File: src/mld_pkg.sv
// mld_pkg: shared types, constants and helper functions for the marker length deframer
// depends on nothing; used by mld_match, mld_core and marker_length_deframer
package mld_pkg;

   // number of little-endian length bytes that follow the marker (1 to 8)
   localparam int LENGTH_BYTES = 8;
   localparam int LEN_BITS     = 8 * LENGTH_BYTES;

   // sync marker length in bytes
   localparam int MARKER_LEN = 10;

   localparam logic [3:0]  MARKER_LEN_CODE   = 4'(MARKER_LEN);
   localparam logic [7:0]  MARKER_FIRST_BYTE = 8'h44;
   localparam logic [31:0] MAX_LEN_RESET     = 32'd65536;

   typedef enum logic [1:0] {
      PHASE_HUNT    = 2'd0,
      PHASE_LENGTH  = 2'd1,
      PHASE_PAYLOAD = 2'd2
   } phase_type;

   typedef enum logic [1:0] {
      STATUS_PAYLOAD = 2'd0,
      STATUS_ABORT   = 2'd1,
      STATUS_EMPTY   = 2'd2,
      STATUS_REJECT  = 2'd3
   } status_type;

   // one result item from the core to the output register
   typedef struct packed {
      logic       valid;
      logic [7:0] payload_byte;
      logic       last;
      status_type status;
   } result_type;

   // marker byte at a given position, zero past the end
   function automatic logic [7:0] marker_byte(input logic [3:0] idx);
      logic [7:0] val;
      unique case (idx)
         4'd0:    val = 8'h44; // D
         4'd1:    val = 8'h41; // A
         4'd2:    val = 8'h54; // T
         4'd3:    val = 8'h41; // A
         4'd4:    val = 8'h5F; // _
         4'd5:    val = 8'h53; // S
         4'd6:    val = 8'h54; // T
         4'd7:    val = 8'h41; // A
         4'd8:    val = 8'h52; // R
         4'd9:    val = 8'h54; // T
         default: val = 8'h00;
      endcase
      return val;
   endfunction

endpackage

File: src/marker_length_deframer.sv
// marker_length_deframer: top level with input register, deframing core and result register
// depends on mld_pkg and mld_core
//
// Takes one stream byte per request and sustains one request per clock cycle unless
// the receiver stalls. A byte waits in the input register and is processed on its way
// into the result register, where its result is presented. While a waiting result is
// stalled the input register holds, so at most two requests sit inside the block. The
// state update for a byte (marker match, length gather, byte countdown) is computed
// combinationally from the input register, which is what sets the one-byte-per-cycle
// rate. Write the payload length limit only while the block is idle.
module marker_length_deframer (
   input  logic        clock,
   input  logic        reset,

   input  logic        csr_wr_en,
   input  logic [31:0] csr_wr_data,

   input  logic        req_valid,
   output logic        req_stall,
   input  logic [7:0]  req_in_byte,

   output logic        rsp_valid,
   input  logic        rsp_stall,
   output logic [7:0]  rsp_payload_byte,
   output logic        rsp_last,
   output logic [1:0]  rsp_status
);

   logic                in_valid_ff;
   logic [7:0]          in_byte_ff;
   logic                advance;
   mld_pkg::result_type result;

   logic                rsp_valid_ff;
   logic [7:0]          rsp_payload_byte_ff;
   logic                rsp_last_ff;
   mld_pkg::status_type rsp_status_ff;

   // move a request forward when the result register is free or draining
   assign advance   = in_valid_ff && (!rsp_valid_ff || !rsp_stall);
   assign req_stall = in_valid_ff && !advance;

   // input register
   always_ff @(posedge clock) begin
      if (reset) begin
         in_valid_ff <= 1'b0;
      end else if (!req_stall) begin
         in_valid_ff <= req_valid;
      end
   end

   always_ff @(posedge clock) begin
      if (!req_stall) begin
         in_byte_ff <= req_in_byte;
      end
   end

   mld_core u_core (
      .clock       (clock),
      .reset       (reset),
      .csr_wr_en   (csr_wr_en),
      .csr_wr_data (csr_wr_data),
      .step        (advance),
      .data_byte   (in_byte_ff),
      .result      (result)
   );

   // result register
   always_ff @(posedge clock) begin
      if (reset) begin
         rsp_valid_ff <= 1'b0;
      end else if (advance) begin
         rsp_valid_ff <= result.valid;
      end else if (!rsp_stall) begin
         rsp_valid_ff <= 1'b0;
      end
   end

   always_ff @(posedge clock) begin
      if (advance) begin
         rsp_payload_byte_ff <= result.payload_byte;
         rsp_last_ff         <= result.last;
         rsp_status_ff       <= result.status;
      end
   end

   assign rsp_valid        = rsp_valid_ff;
   assign rsp_payload_byte = rsp_payload_byte_ff;
   assign rsp_last         = rsp_last_ff;
   assign rsp_status       = rsp_status_ff;

endmodule

File: src/mld_match.sv
// mld_match: next marker match count for one stream byte
// depends on mld_pkg (marker table and length)
module mld_match (
   input  logic [3:0] progress,
   input  logic [7:0] data_byte,
   output logic [3:0] progress_next
);

   // advance on a match, otherwise restart; only the first marker byte can restart a match
   always_comb begin
      if ((progress < mld_pkg::MARKER_LEN_CODE) &&
          (data_byte == mld_pkg::marker_byte(progress))) begin
         progress_next = progress + 4'd1;
      end else if (data_byte == mld_pkg::MARKER_FIRST_BYTE) begin
         progress_next = 4'd1;
      end else begin
         progress_next = 4'd0;
      end
   end

endmodule

File: src/mld_core.sv
// mld_core: deframing state (phase, marker match, length gather, byte countdown) and result
// depends on mld_pkg and mld_match
module mld_core (
   input  logic                   clock,
   input  logic                   reset,
   input  logic                   csr_wr_en,
   input  logic [31:0]            csr_wr_data,
   input  logic                   step,
   input  logic [7:0]             data_byte,
   output mld_pkg::result_type    result
);

   localparam int LEN_BITS = mld_pkg::LEN_BITS;

   mld_pkg::phase_type  phase_ff, phase_in;
   logic [3:0]          marker_progress_ff, marker_progress_in;
   logic [2:0]          header_byte_count_ff, header_byte_count_in;
   logic [LEN_BITS-1:0] length_accum_ff, length_accum_in;
   logic [31:0]         bytes_remaining_ff, bytes_remaining_in;
   logic [31:0]         max_payload_length_ff;

   logic [3:0]          progress_next;
   logic [LEN_BITS-1:0] len_full;
   logic [63:0]         len_wide;
   logic                len_negative;
   logic                len_too_long;
   logic [31:0]         remaining_dec;

   // limit register
   always_ff @(posedge clock) begin
      if (reset) begin
         max_payload_length_ff <= mld_pkg::MAX_LEN_RESET;
      end else if (csr_wr_en) begin
         max_payload_length_ff <= csr_wr_data;
      end
   end

   mld_match u_match (
      .progress      (marker_progress_ff),
      .data_byte     (data_byte),
      .progress_next (progress_next)
   );

   // length with the current byte merged in
   assign len_full     = length_accum_ff |
                         (LEN_BITS'(data_byte) << {header_byte_count_ff, 3'b000});
   assign len_wide     = 64'(len_full);
   assign len_negative = len_full[LEN_BITS-1];
   assign len_too_long = (len_wide[63:32] != 32'd0) ||
                         (len_wide[31:0] > max_payload_length_ff);
   assign remaining_dec = bytes_remaining_ff - 32'd1;

   // next state and result
   always_comb begin
      phase_in             = phase_ff;
      marker_progress_in   = marker_progress_ff;
      header_byte_count_in = header_byte_count_ff;
      length_accum_in      = length_accum_ff;
      bytes_remaining_in   = bytes_remaining_ff;
      result.valid         = 1'b0;
      result.payload_byte  = 8'd0;
      result.last          = 1'b0;
      result.status        = mld_pkg::STATUS_PAYLOAD;

      unique case (phase_ff)
         mld_pkg::PHASE_LENGTH: begin
            if ((4'(header_byte_count_ff) + 4'd1) < 4'(mld_pkg::LENGTH_BYTES)) begin
               length_accum_in      = len_full;
               header_byte_count_in = header_byte_count_ff + 3'd1;
            end else if (len_negative || len_too_long) begin
               phase_in             = mld_pkg::PHASE_HUNT;
               marker_progress_in   = 4'd0;
               header_byte_count_in = 3'd0;
               length_accum_in      = '0;
               bytes_remaining_in   = 32'd0;
               result.valid         = 1'b1;
               result.last          = 1'b1;
               result.status        = mld_pkg::STATUS_REJECT;
            end else if (len_wide == 64'd0) begin
               phase_in             = mld_pkg::PHASE_HUNT;
               marker_progress_in   = 4'd0;
               header_byte_count_in = 3'd0;
               length_accum_in      = '0;
               bytes_remaining_in   = 32'd0;
               result.valid         = 1'b1;
               result.last          = 1'b1;
               result.status        = mld_pkg::STATUS_EMPTY;
            end else begin
               // accumulator is kept as is, cleared again when the next length starts
               length_accum_in      = len_full;
               phase_in             = mld_pkg::PHASE_PAYLOAD;
               marker_progress_in   = 4'd0;
               header_byte_count_in = 3'd0;
               bytes_remaining_in   = len_wide[31:0];
            end
         end

         mld_pkg::PHASE_PAYLOAD: begin
            result.valid = 1'b1;
            if (progress_next == mld_pkg::MARKER_LEN_CODE) begin
               // marker inside payload: abort and gather a new length
               phase_in             = mld_pkg::PHASE_LENGTH;
               marker_progress_in   = 4'd0;
               header_byte_count_in = 3'd0;
               length_accum_in      = '0;
               bytes_remaining_in   = 32'd0;
               result.last          = 1'b1;
               result.status        = mld_pkg::STATUS_ABORT;
            end else if (remaining_dec == 32'd0) begin
               phase_in             = mld_pkg::PHASE_HUNT;
               marker_progress_in   = 4'd0;
               header_byte_count_in = 3'd0;
               length_accum_in      = '0;
               bytes_remaining_in   = 32'd0;
               result.payload_byte  = data_byte;
               result.last          = 1'b1;
            end else begin
               marker_progress_in   = progress_next;
               bytes_remaining_in   = remaining_dec;
               result.payload_byte  = data_byte;
            end
         end

         default: begin
            // hunt, and the unused phase code
            if (progress_next == mld_pkg::MARKER_LEN_CODE) begin
               phase_in             = mld_pkg::PHASE_LENGTH;
               marker_progress_in   = 4'd0;
               header_byte_count_in = 3'd0;
               length_accum_in      = '0;
            end else begin
               phase_in             = mld_pkg::PHASE_HUNT;
               marker_progress_in   = progress_next;
            end
         end
      endcase
   end

   // state registers, updated once per request
   always_ff @(posedge clock) begin
      if (reset) begin
         phase_ff             <= mld_pkg::PHASE_HUNT;
         marker_progress_ff   <= 4'd0;
         header_byte_count_ff <= 3'd0;
         length_accum_ff      <= '0;
         bytes_remaining_ff   <= 32'd0;
      end else if (step) begin
         phase_ff             <= phase_in;
         marker_progress_ff   <= marker_progress_in;
         header_byte_count_ff <= header_byte_count_in;
         length_accum_ff      <= length_accum_in;
         bytes_remaining_ff   <= bytes_remaining_in;
      end
   end

   // a full marker never stays in the match count
   assert property (@(posedge clock) disable iff (reset)
      marker_progress_ff < mld_pkg::MARKER_LEN_CODE)
      else $error("marker match count reached marker length");

   // payload phase always has bytes left to pass on
   assert property (@(posedge clock) disable iff (reset)
      (phase_ff == mld_pkg::PHASE_PAYLOAD) |-> (bytes_remaining_ff != 32'd0))
      else $error("payload phase with no bytes remaining");

   // header byte count is only in use while gathering a length
   assert property (@(posedge clock) disable iff (reset)
      (phase_ff != mld_pkg::PHASE_LENGTH) |-> (header_byte_count_ff == 3'd0))
      else $error("stale header byte count outside length phase");

   // an abort always leads into a new length
   assert property (@(posedge clock) disable iff (reset)
      (step && result.valid && (result.status == mld_pkg::STATUS_ABORT))
      |=> (phase_ff == mld_pkg::PHASE_LENGTH))
      else $error("abort did not start a new length");

   // a frame end other than an abort returns to hunting
   assert property (@(posedge clock) disable iff (reset)
      (step && result.valid && result.last && (result.status != mld_pkg::STATUS_ABORT))
      |=> (phase_ff == mld_pkg::PHASE_HUNT))
      else $error("frame end did not resume hunting");

endmodule

File: config.mk
export PLATFORM = sky130hd
export DESIGN_NAME = marker_length_deframer
export DESIGN_NICKNAME = d
export VERILOG_FILES = /design/src/mld_pkg.sv /design/src/marker_length_deframer.sv /design/src/mld_match.sv /design/src/mld_core.sv
export SDC_FILE = /design/constraint.sdc
export NUM_CORES = 1
export LEC_CHECK = 0
export BUFFER_PORTS_ARGS = -buffer_cell sky130_fd_sc_hd__buf_2
export CORE_ASPECT_RATIO = 1.1
export CORE_MARGIN = 3
export CORE_UTILIZATION = 25
export CTS_BUF_LIST = sky130_fd_sc_hd__clkbuf_16
export DETAILED_ROUTE_END_ITERATION = 6
export PLACE_DENSITY = 0.44
export RECOVER_POWER = 25
export SLEW_MARGIN = 40
export SYNTH_ARGS = -nofsm -noshare
export SYNTH_HDL_FRONTEND = slang
export SYNTH_HIERARCHICAL = 1
export SYNTH_SLANG_ARGS = --single-unit
File: constraint.sdc
create_clock -name clock -period 4.2 [get_ports clock]
set_clock_uncertainty 0.2 [all_clocks]
set_input_delay 0.21 -clock clock [delete_from_list [all_inputs] [get_ports clock]]
set_output_delay 0.21 -clock clock [all_outputs]
set_load 0.01 [all_outputs]
======== After elaboration in Yosys (flattened, before gate mapping) ========
Memory sizes are Yosys's and may differ from the RTL's. A register that Yosys moved wholly into a read port is not among the register bits.
Cells that the tools add are included.
W data, S select, Z words.
cells by class
  mux-type cells .......................... 46
  bitwise logic cells ..................... 2
  add/sub/neg operators ................... 4
  order comparisons ....................... 3
  shifts and indexed selects .............. 1
  reduce and logical (&&, ||, !) cells .... 19
  eq/ne operators ......................... 8
operators with widths
  cell                     count
  $mux W64                 6
  $mux W32                 5
  $pmux W64 S2             1
  $logic_not A64 Y1        1
  $or A64 B64 Y64          1
  $pmux W32 S2             1
  $shl A8 B6 Y64           1
  $gt A32 B32 Y1           1
  $logic_not A32 Y1        1
  $reduce_bool A32 Y1      1
  $sub A32 B1 Y32 const B  1
  $mux W4                  7
  $mux W3                  7
  $pmux W3 S2              2
  $mux W2                  5
  $mux W1                  9
  $reduce_and A3 Y1        3
  $eq A8 B7 Y1 const B     1
  $eq A8 B8 Y1             1
  $lt A4 B4 Y1 const B     2
  $pmux W4 S2              1
  $add A3 B1 Y4 const B    1
  $add A4 B1 Y4 const B    1
  $eq A4 B4 Y1 const B     1
  other kinds (16)         22
word-level totals
  memories kept ........................... 1
  memory bits (read-only) ................. 96
  output and inout bits ................... 13
  logic and storage cells ................. 96
  bits of input ports ..................... 45
  register bits ........................... 158
memories
  memory            words  bits a word  read ports  clocked after Yosys merged registers in  write ports  line           text
  (name not given)  16     6            1           1                                        0            mld_pkg.sv:40  unique case (idx)

======== Logic depth before layout (Yosys ltp) ========
  depth after elaboration ................. 9
  depth in mapped cells ................... 16
  depth with buffers taken out ............ 15

======== By module ========
Netlist, hierarchy kept.
modules (own cells, without submodules)
  module                  area each (um^2)  cells an instance  sequential area each (um^2)  times used
  mld_core                8318.0            988                2742.6                       1
  marker_length_deframer  655.6             28                 610.6                        1
  mld_match               341.6             47                 0.0                          1

======== Worst setup path after synthesis ========
Ideal clock, no wire load.
  kind .................................... reg-to-reg
  start ................................... register u_core.header_byte_count_ff[2]
  end ..................................... register u_core.length_accum_ff[13]
  clock period less this slack ............ 3.541 ns
  path buffers ............................ 3
  path slack .............................. 0.659 ns
  arrival ................................. 3.207 ns
  data required time ...................... 3.866 ns
  stages on the path, launching flop included .. 15
  setup time .............................. 0.134 ns
  cells stage by stage .................... dfxtp_1 buf_2 and3b_1 clkbuf_1 a21o_1 ha_1 nand4_1 or2_2 nor4_1 o22ai_1 nor2_1 o21ai_1 a21oi_1 clkbuf_1 a211oi_1
between the ends
  cells in the longest elaborated chain, start to end .. 8
  elaborated cells on any way between the ends .. 13
  those cells by class .................... 1 x add/sub; 2 x order compare; 1 x shift; 4 x mux; 1 x bitwise; 4 x reduce/logical
RTL lines
  what                                                          line                            text
  from (decl)                                                   mld_core.sv:17                  logic [2:0] header_byte_count_ff, header_byte_count_in;
  from (signal assigned)                                        mld_core.sv:150                 header_byte_count_ff <= header_byte_count_in;
  $shl A8 B6 Y64                                                mld_core.sv:46                  (LEN_BITS'(data_byte) << {header_byte_count_ff, 3'b000});
  $or A64 B64 Y64                                               mld_core.sv:45                  assign len_full = length_accum_ff |
  $gt A32 B32 Y1 / $reduce_bool A32 Y1 (equally long branches)  mld_core.sv:50, mld_core.sv:49
  $logic_or A1 B1 Y1                                            mld_core.sv:49                  assign len_too_long = (len_wide[63:32] != 32'd0) ||
  $logic_or A1 B1 Y1                                            mld_core.sv:70                  end else if (len_negative || len_too_long) begin
  $mux W64                                                      mld_core.sv:70
  $mux W64 *                                                    mld_core.sv:67                  if ((4'(header_byte_count_ff) + 4'd1) < 4'(mld_pkg::LENGTH_BYTES)) begin
  $pmux W64 S2 *                                                mld_core.sv:65                  unique case (phase_ff)
  to (signal assigned)                                          mld_core.sv:151                 length_accum_ff <= length_accum_in;
  to (decl)                                                     mld_core.sv:18                  logic [LEN_BITS-1:0] length_accum_ff, length_accum_in;
Mark *: on every way between the ends. The rest lies on a longest branch, timed or not.
A chain may end at the register's enable or synchronous reset.

======== Final worst setup path ========
  start ................................... register u_core.header_byte_count_ff[0]
  end ..................................... register u_core.length_accum_ff[10]
The elaborated chain is that of the path after synthesis.

==> impl_results.md <==
* Number of rows created at floorplan at 73
* Setup repair after global routing missed its margin: false
* Count of warnings emitted by yosys at 6
* Setup TNS at 0 ns
* Clock slew at the register clock pins of the worst setup and hold paths at 0.07 ns
* Layout net count at roughly 1,200
* Post-layout instance area at 11,220 um^2
* Port-buffer cells at 57
* Class of the most critical setup path: flop to flop
* Worst Tran Pin Value at 1.721 ns
* Class of the tightest hold or removal check: input pin to flop
* Critical Path AT at 3.89 ns
* Deepest level of the CTS H-tree at 4
* Post-cts repair resize count at 0
* Number of enable flip-flop cells after synthesis at 19
* Routed wirelength normalized by instance count at 19.59 um
* Dominant cells by area after synthesis: dfxtp_1 30%, edfxtp_1 6.1%, ha_1 5.6%, a211oi_1 5.0%, a41oi_1 3.8%
* Async SR Flop Fraction at 0%
* Overall overflow remaining after global route at 0
* Placeable core area at 36,440 um^2
* Post-CTS repair timing setup buffer count at 0
* Area of combinational cells with multiple inputs at 5350 um^2
* Cell area after synthesis at 9315 um^2
* Sequential cell area at 3353 um^2
* Fraction of post-synthesis cell area in the top cell type by area at approximately 30%
* DRT iter0 DRCs at 753
* Part of the Yosys area used for sequential elements at between 30% and 40%
* Clock tree from TritonCTS: done
* Die width at roughly 190 um
* Area overhead of the layout relative to synthesis at 20.47%
* Top flip-flop cell by instance count after synthesis: dfxtp_1
* Proportion of total power due to net switching at 26.35%
* CP max FO at 43
* Total power divided by cell area at 292.7 nW/um^2
* Worst setup SP type: flop
* Vias in the first global route at 8,394
* Max VDD drop at 0.0002655 V
* Number of flip-flops and latches in the synthesized netlist at ~160
* Post-Synthesis Net Count at 1,150
* CTS Sinks at 158
* Routed WL at 32,090 um
* Part of the power in combinational logic at 7.8%
* Pin count of the biggest net entering global routing at 83
* Violated checks: max-capacitance violations, max-slew violations
* Antenna diodes at 0
* CTS buffer count at 17
* Count of endpoints failing setup in the final report at 0
* Post-route minimum period at between 3 and 4 ns
* Fraction of power consumed by sequential logic at 47.6%
* Required time of the critical path at between 4 and 5 ns
* Number of standard cells after synthesis at 1,063
* Vias after detailed routing at 8,623
* Clock root buffer: clkbuf_16
* Share of the cycle needed by the critical path after routing at 90.77%
* Cell internal power dissipation at 2419 uW
* Placed standard-cell area at 10,300 um^2
* Mean Syn Cell Area at 8.763 um^2
* Residual DRC count at 0
* Number of top-level design ports at 58
* Fraction of final layout cells with drive strength greater than 1 at between 10 and 15%
* Detail-routed via count per cell at ~5.3
* Max-capacitance violation count at 1
* Maximum clock rate at 0.2623 GHz
* Max Slew Vio Count at 14
* Top cell type by total area after synthesis: dfxtp_1
* Die area at 39,610 um^2
* Die height at 208.5 um
* Total global-route track usage at 16.24%
* Lkg Pwr at 0.004460 uW
* Filler Cell Count at about 3,900
* Post-CTS Hold Fix Bufs at 42
* CTS max path bufs at 2
* Switch Pwr at 865.4 uW
* Starting density of the core at 25.56%
* Wire length of the first global-routing pass at between 50,000 and 60,000 um
* Skew-Pair Late Insertion Delay at 0.44 ns
* Final Wtd Congestion at 0.8298
* Post-route antenna net violation count at 0
* Type of destination of the critical path: flop
* Half-perimeter wire length of the detailed placement result at 22,630 um
* Final number of hold-violating endpoints at 0
* Clk network pwr share at 44.7%
* Number of antenna violations at the first check in global routing at 1
* Synth unique cells at 76
* Total iterations of the first detailed-routing run at 5
* Headroom to the max-slew limit at -15.79%
* Outcome: finished, violations left
cells by family (layout without fill, tap and decap cells):
logic type,count (synthesis),in the layout,synth area share [%]
muxes,34,34,3.653
adders and majority gates,42,42,5.641
buffers and inverters,153,241,6.810
xor gates and xnor gates,20,20,1.880
DFF,158,158,36.00
and+or+nand+nor,322,322,19.14
AOI/OAI and AO/OA,334,334,26.88
Yosys cell counts, drive strengths merged (4+ instances only):
library cell	instances
a211oi	73
a21o	29
a21oi	62
a221oi	4
a22oi	6
a31oi	27
a32oi	6
a41oi	48
and2	13
and3	22
buf	26
clkbuf	71
dfxtp	139
edfxtp	19
ha	42
inv	56
mux2i	34
nand2	34
nand2b	5
nand3	30
nand4	20
nand4b	4
nor2	80
nor2b	14
nor3	30
nor3b	5
nor4	29
o211ai	4
o21ai	32
o22ai	6
o31ai	9
or3	9
or4	9
xnor2	9
xor2	11
final timing paths:
kind,startpoint,to,slack (ns),depth (start not counted)
max,u_core/header_byte_count_ff[0],u_core/length_accum_ff[10],0.39,14
max reg2reg,u_core/header_byte_count_ff[0],u_core/length_accum_ff[10],0.39,14
min reg2reg,u_core/max_payload_length_ff[28],u_core/max_payload_length_ff[28],0.29,2
min,reset,rsp_valid,0.06,2
per-stage QoR:
step / util [%] / hold slack, ns / setup slack (ns) / total power, uW / instances
final: 30.79 / 0.05842 / 0.3878 / 3285 / 1638
after global placement: 28.24 / 0.1919 / 0.3838 / 1823 / 1564
after global routing: 30.79 / 0.07725 / 0.02630 / 3428 / 1638
after detailed placement: 28.26 / 0.1921 / 0.3609 / 1824 / 1564
after CTS: 30.89 / 0.08185 / 0.3335 / 3341 / 1638
after floorplan: - / 0.07244 / 0.6590 / 1728 / 1063
registers in the layout, summed over array words and instances, names as in the netlist:
name                          count
in_valid_ff                       1
rsp_payload_byte                  8
rsp_valid                         1
u_core/header_byte_count_ff       3
rsp_last                          1
u_core/bytes_remaining_ff        32
u_core/marker_progress_ff         4
u_core/max_payload_length_ff     32
u_core/phase_ff                   2
rsp_status                        2
u_core/length_accum_ff           64
in_byte_ff                        8
power groups by stage:
stage               clock network, uW  registers, uW  logic, uW
detailed placement                  0           1600        226
global placement                    0           1600        226
CTS                              1520           1560        258
finish                           1470           1560        255
floorplan                           0           1590        134
global route                     1580           1560        284
critical path: stages (launching register included):
cell and delay, ns:
dfxtp_1 0.39, buf_4 0.22, and3b_1 0.41, a21o_1 0.25
ha_1 0.16, nand4_1 0.09, or2_2 0.31, nor4_1 0.42
o22ai_1 0.15, nor2_1 0.17, o21ai_2 0.10, buf_12 0.18
a21oi_4 0.17, buf_12 0.24, a211oi_1 0.12
cell type report:
class | instances | area share, %
clock buffer | 17 | 3.791
sequential | 158 | 29.88
tap | 487 | 5.430
clock inverter | 15 | 0.9923
inverter | 56 | 1.873
timing repair buffer | 153 | 10.36
multi-input combinational | 752 | 47.68
cells in the final DEF, fill, tap and decap left out, types with 17 or more instances in the layout:
cell           Yosys  routed
a21oi_1           61      60
a41oi_1           40      40
nand4_1           19      19
nor3_1            28      28
buf_2             21      39
buf_4              0      50
dfxtp_1          139     139
mux2i_1           34      34
edfxtp_1          19      19
o21ai_0           28      27
dlygate4sd3_1      0      42
clkbuf_16          0      17
and3_1            22      22
inv_1             55      55
a31oi_1           27      27
a211oi_1          62      62
nor4_1            27      27
nor2_1            80      79
nand3_1           28      29
ha_1              42      41
a21o_1            28      27
nand2_1           33      33
metal layers:
layer / GRT usage (%) / part of all wire [%] / vias up / routed length [um]
met5: 0 / 0 / - / 0
met4: 4.513 / 1.7 / 0 / 555
met3: 2.578 / 4.1 / 31 / 1315
met2: 25.77 / 47 / 186 / 15080
met1: 22.81 / 47 / 4222 / 15140
li1: - / - / 4184 / -
Power figures use the tool's default switching activity.
